## config.mk

```make
export PLATFORM = sky130hd
export DESIGN_NAME = cchd_sqrt
export DESIGN_NICKNAME = d
export VERILOG_FILES = /design/src/rtl/cchd_pkg.sv /design/src/rtl/cchd_sqrt.sv
export SDC_FILE = /design/constraint.sdc
export NUM_CORES = 2
export LEC_CHECK = 0
export ABC_AREA = 1
export BUFFER_PORTS_ARGS = -buffer_cell sky130_fd_sc_hd__buf_4
export CELL_PAD_IN_SITES_DETAIL_PLACEMENT = 0
export CELL_PAD_IN_SITES_GLOBAL_PLACEMENT = 2
export CORE_MARGIN = 2
export CORE_UTILIZATION = 30
export CTS_BUF_LIST = sky130_fd_sc_hd__clkbuf_8
export CTS_CLUSTER_DIAMETER = 150
export DETAILED_ROUTE_END_ITERATION = 12
export GPL_TIMING_DRIVEN = 0
export PLACE_DENSITY_LB_ADDON = 0.1
export SLEW_MARGIN = 20
export SYNTH_ARGS = -nofsm -noshare
export SYNTH_HDL_FRONTEND = slang
export SYNTH_SLANG_ARGS = --single-unit
```

## constraint.sdc

```tcl
create_clock -name clk -period 14.6 [get_ports clk]
set_input_delay 2.19 -clock clk [delete_from_list [all_inputs] [get_ports clk]]
set_output_delay 2.19 -clock clk [all_outputs]
set_load 0.01 [all_outputs]
```

## src/rtl/cchd_pkg.sv

```systemverilog
`default_nettype none
package cchd_pkg;

  localparam int ANG_FRAC     = 20;
  localparam int CORDIC_STEPS = 24;
  localparam int SQRT_STEPS   = 24;
  localparam int OUT_SHIFT    = 14;
  localparam int NORM_BITS    = 30;

  localparam logic [14:0] FULL_TURN = 15'd23040;
  localparam logic [28:0] ANG_90    = 29'(90) << ANG_FRAC;
  localparam logic [28:0] ANG_180   = 29'(180) << ANG_FRAC;
  localparam logic [28:0] ANG_360   = 29'(360) << ANG_FRAC;

  // APB register word indexes
  localparam logic [1:0] REG_OFS_X = 2'd0;
  localparam logic [1:0] REG_OFS_Y = 2'd1;
  localparam logic [1:0] REG_OFS_Z = 2'd2;

  typedef struct packed {
    logic signed [15:0] mag_x;
    logic signed [15:0] mag_y;
    logic signed [15:0] mag_z;
    logic signed [15:0] accel_x;
    logic signed [15:0] accel_y;
    logic signed [15:0] accel_z;
  } raw_t;

  typedef struct packed {
    logic signed [33:0] ex;
    logic signed [50:0] nx;
    logic [31:0]        aa;
    logic               degen;
  } vec_t;

  typedef struct packed {
    logic signed [33:0] ex;
    logic signed [50:0] nx;
    logic [23:0]        root;
    logic               degen;
  } sq_t;

  typedef struct packed {
    logic [14:0] heading;
    logic        degen;
  } res_t;

  typedef struct packed {
    logic degen;
    logic xneg;
    logic yneg;
    logic xz;
    logic yz;
  } flg_t;

  // atan(2^-i) in 2^-20 degree
  function automatic logic [26:0] atan_val(input logic [4:0] idx);
    logic [26:0] a;
    case (idx)
      5'd0:  a = 27'd47185920;
      5'd1:  a = 27'd27855475;
      5'd2:  a = 27'd14718068;
      5'd3:  a = 27'd7471121;
      5'd4:  a = 27'd3750058;
      5'd5:  a = 27'd1876857;
      5'd6:  a = 27'd938658;
      5'd7:  a = 27'd469357;
      5'd8:  a = 27'd234682;
      5'd9:  a = 27'd117342;
      5'd10: a = 27'd58671;
      5'd11: a = 27'd29335;
      5'd12: a = 27'd14668;
      5'd13: a = 27'd7334;
      5'd14: a = 27'd3667;
      5'd15: a = 27'd1833;
      5'd16: a = 27'd917;
      5'd17: a = 27'd458;
      5'd18: a = 27'd229;
      5'd19: a = 27'd115;
      5'd20: a = 27'd57;
      5'd21: a = 27'd29;
      5'd22: a = 27'd14;
      5'd23: a = 27'd7;
      default: a = 27'd0;
    endcase
    return a;
  endfunction

endpackage
`default_nettype wire

```

## src/rtl/cchd_sqrt.sv

```systemverilog
`default_nettype none
module cchd_sqrt (
  input  logic           clk,
  input  logic           rst,
  input  logic           in_valid,
  output logic           in_ready,
  input  cchd_pkg::vec_t in_data,
  output logic           out_valid,
  input  logic           out_ready,
  output cchd_pkg::sq_t  out_data
);

  localparam int NS = cchd_pkg::SQRT_STEPS;

  logic [NS-1:0]  v;
  logic [NS-1:0]  en;
  logic [23:0]    q [NS];
  logic [25:0]    r [NS];
  cchd_pkg::vec_t d [NS];

  always_comb begin
    en[NS-1] = !v[NS-1] | out_ready;
    for (int k = NS - 2; k >= 0; k--) begin
      en[k] = !v[k] | en[k+1];
    end
  end

  always_ff @(posedge clk) begin
    if (rst) begin
      v <= '0;
    end else begin
      if (en[0]) v[0] <= in_valid;
      for (int k = 1; k < NS; k++) begin
        if (en[k]) v[k] <= v[k-1];
      end
    end
  end

  // one root bit per stage, radicand is aa * 2^16
  for (genvar k = 0; k < NS; k++) begin : g_step
    logic [23:0]    q_p;
    logic [25:0]    r_p;
    cchd_pkg::vec_t d_p;
    logic [47:0]    rad;
    logic [27:0]    cur;
    logic [27:0]    trial;

    if (k == 0) begin : g_first
      assign q_p = '0;
      assign r_p = '0;
      assign d_p = in_data;
    end else begin : g_next
      assign q_p = q[k-1];
      assign r_p = r[k-1];
      assign d_p = d[k-1];
    end

    assign rad   = {d_p.aa, 16'h0};
    assign cur   = {r_p, rad[47-2*k -: 2]};
    assign trial = {2'b00, q_p, 2'b01};

    always_ff @(posedge clk) begin
      if (en[k]) begin
        d[k] <= d_p;
        if (cur >= trial) begin
          r[k] <= 26'(cur - trial);
          q[k] <= {q_p[22:0], 1'b1};
        end else begin
          r[k] <= 26'(cur);
          q[k] <= {q_p[22:0], 1'b0};
        end
      end
    end
  end

  assign in_ready       = en[0];
  assign out_valid      = v[NS-1];
  assign out_data.ex    = d[NS-1].ex;
  assign out_data.nx    = d[NS-1].nx;
  assign out_data.root  = q[NS-1];
  assign out_data.degen = d[NS-1].degen;

endmodule
`default_nettype wire

```

==> run_results.csv <==
group,metric,value,unit
clock_tree,h-tree-depth,6,
floorplanning,io_pins,234,
placement,dp_hpwl,191000,µm
placement,io_buffers,233,
clock_tree,post_cts_buffers,0,
status,status,"complete, no violations",
final_layout,layout_common_cells,"edfxtp_1, inv_1, nand2_1, clkbuf_8, nor2_1",
drt,drt_iter0_markers,3051,
sta,fmaxAchievable,93.5,MHz
yosys,synthArstFlopShare,0,%
critical_path,critPathArrivalTime,8.50,ns
drt,ant_nets,0,
final_layout,final_cells,14300,
sta,setup_viol,0,
power_and_ir_drop,power_density,155,nW/µm²
yosys,synth_xor_area_share,2.80,%
yosys,synth_area_leaders,"edfxtp_1, ha_1, nand2_1",
clock_tree,clock_latency,1.17,ns
yosys,ys_ff_latch,3183,
placement,gp_congestion,0.832,
clock_tree,clk_pin_slew,0.05,ns
final_layout,syn2layout_area_growth,16.9,%
drt,totalWireLength,267000,µm
critical_path,crit_fanout,37,
grt,grt_pass1_wl,406000,µm
sta,clock-skew-final,0.103,ns
critical_path,crit_path_start_kind,"input port",
drt,first_pass_iters,7,
yosys,yosysSeqAreaShare,79.3,%
sta,fin_crit,10.69,ns
grt,grt.total_usage,13.1,%
floorplanning,die-area,406000,µm²
drt,drc,0,
final_layout,layout.nets,9016,
clock_tree,cts_tree,"done",
clock_tree,ctsHoldBuffers,0,
yosys,synth_fp_nets,8150,
yosys,synthAdderAreaFrac,3.35,%
sta,holdWs,0.357,ns
final_layout,layout-drive-gt1-share,13.2,%
yosys,synth_top_cell_by_area,"edfxtp_1",
yosys,synth-compound-area-share,4.36,%
power_and_ir_drop,ir_drop,75.7,µV
floorplanning,die_h,637,µm
sta,period_share,73.2,%
floorplanning,die_w,637,µm
yosys,yosys.area.top_type_share,78.9,%
drt,routedWlPerCell,18.7,µm
yosys,ys_types,64,
sta,drv_slew,0,
critical_path,path_class,"input port to output port",
critical_path,worst_setup_path_end_kind,"output port",
clock_tree,cts_made_buffers,563,
flow_run,cap_violations,0,
yosys,yosys-mux-area-fraction,0,%
yosys,syn_avg_cell_area,15.6,µm²
sta,relSlewSlack,25.7,%
clock_tree,clock_sinks,3183,
power_and_ir_drop,p_leak,55.3,nW
floorplanning,core_area,399000,µm²
hold_path,hp-class,"flop to flop",
clock_tree,cts-resized-gates,0,
yosys,synth_edf_count,3158,
drt,vias_per_cell,4.26,
sta,finalHoldViolCount,0,
grt,grt_pass1_vias,65800,
final_layout,final_common_cell,"edfxtp_1",
placement,dp.cells,13300,
sta,final.setup.tns,0,ns
grt,antenna_found_initial,20,
grt,grt_start_max_net_pins,88,
yosys,synth_area,120000,µm²
yosys,synth-simple-area-share,7.03,%
sta,rsz0062_at_grt,"no",
yosys,ys.flop_type,"edfxtp_1",
drt,via_count,60800,
yosys,synthCells,7710,
grt,grt-ovfl-total,0,
sta,worst_pin_slew,1.10,ns
floorplanning,rows,232,
clock_tree,root_buffer,"clkbuf_8",
critical_path,crit_required,12.41,ns
clock_tree,clockBufferDepth,4,
floorplanning,start_util,30.1,%
yosys,synth_top_family_by_area,"simple AND/OR/NAND/NOR gates",
yosys,yosys_warnings,0,
## per-layer routing
| layer | global-route usage, % | part of all wire, % |
|---|---|---|
| met2 | 23.3 | 51 |
| met4 | 5.20 | 3.6 |
| met5 | 0 | 0 |
| met3 | 2.25 | 3.8 |
| met1 | 15.6 | 42 |
## registers in the layout, summed over array words and instances (netlist names)
| register | flops |
|---|---|
| d | 2304 |
| r | 556 |
| q | 299 |
| v | 24 |
## cell usage after synthesis (12+ instances only)
library cell / n
dfxtp_1: 25
xnor2_1: 173
edfxtp_1: 3158
clkbuf_1: 46
o21ai_0: 384
nand4_1: 72
ha_1: 311
nand2_1: 914
a21o_1: 13
a31oi_1: 26
inv_1: 751
o21a_1: 12
nand3_1: 169
nor3_1: 93
o2111ai_1: 17
or2_2: 56
nor4_1: 57
o211ai_1: 23
nor2_1: 538
buf_4: 88
xor2_1: 211
a21oi_1: 416
## worst max-delay path, stage by stage
cell and delay [ns]:
buf_4 0.11, inv_1 0.17, nand4_4 0.43, buf_12 0.36, nor3_4 0.29, nand4_2 0.21
nor2_4 0.32, nand4_4 0.48, nor2_8 0.49, nand4_4 0.51, buf_12 0.38, nor2_4 0.29
nand4_4 0.28, buf_12 0.26, nor2_4 0.24, nand4_4 0.48, buf_16 0.37, buf_12 0.23
buf_4 0.18
## kinds of logic after synthesis
group / count (synthesis)
flip-flops: 3183
AND/OR/NAND/NOR: 1955
AO/OA/AOI/OAI: 963
buffers and inverters: 907
XOR/XNOR: 384
adder cells (fa/ha/maj): 318
## power by group
part | internal [mW] | total [mW] | switching [mW]
combinational | 0.933 | 2.46 | 1.53
sequential | 11.2 | 11.8 | 0.629
clock | 3.86 | 7.55 | 3.68
## worst paths after layout
path	endpoint	cells after the start	start	slack (ns)
worst min-delay path	d[0][592]	0	d[0][474]	0.36
worst max-delay path	in_ready	19	out_ready	3.91
worst min register to register	d[0][592]	0	d[0][474]	0.36
worst max register to register	d[0][62]	17	v[23]	7.71
## through the flow
stage / power [mW] / worst slack (ns) / instance area, µm² / utilization (%)
after detailed placement: 14.5 / 3.60 / 130000 / 32.6
after CTS: 22.3 / 3.56 / 140000 / 35.2
after global routing: 23.2 / 3.33 / 140000 / 35.2
after floorplan: 13.6 / 0.493 / 120000 / -
after global placement: 14.5 / -9.27 / 129000 / 32.2
final: 21.8 / 3.91 / 141000 / 35.2
## final cells by class
cell class / instances / area (µm²)
diodes: 5 / 12.5
flip-flops and latches: 3183 / 95300
clock inverters: 424 / 2420
inverters: 762 / 2910
multi-input cells: 3620 / 21200
well taps: 5265 / 6590
clock buffers: 570 / 7850
plain buffers: 145 / 901
repair buffers: 301 / 3300
fillers: 38100 / 259000
No activity file was read; power rests on OpenSTA's default activity.
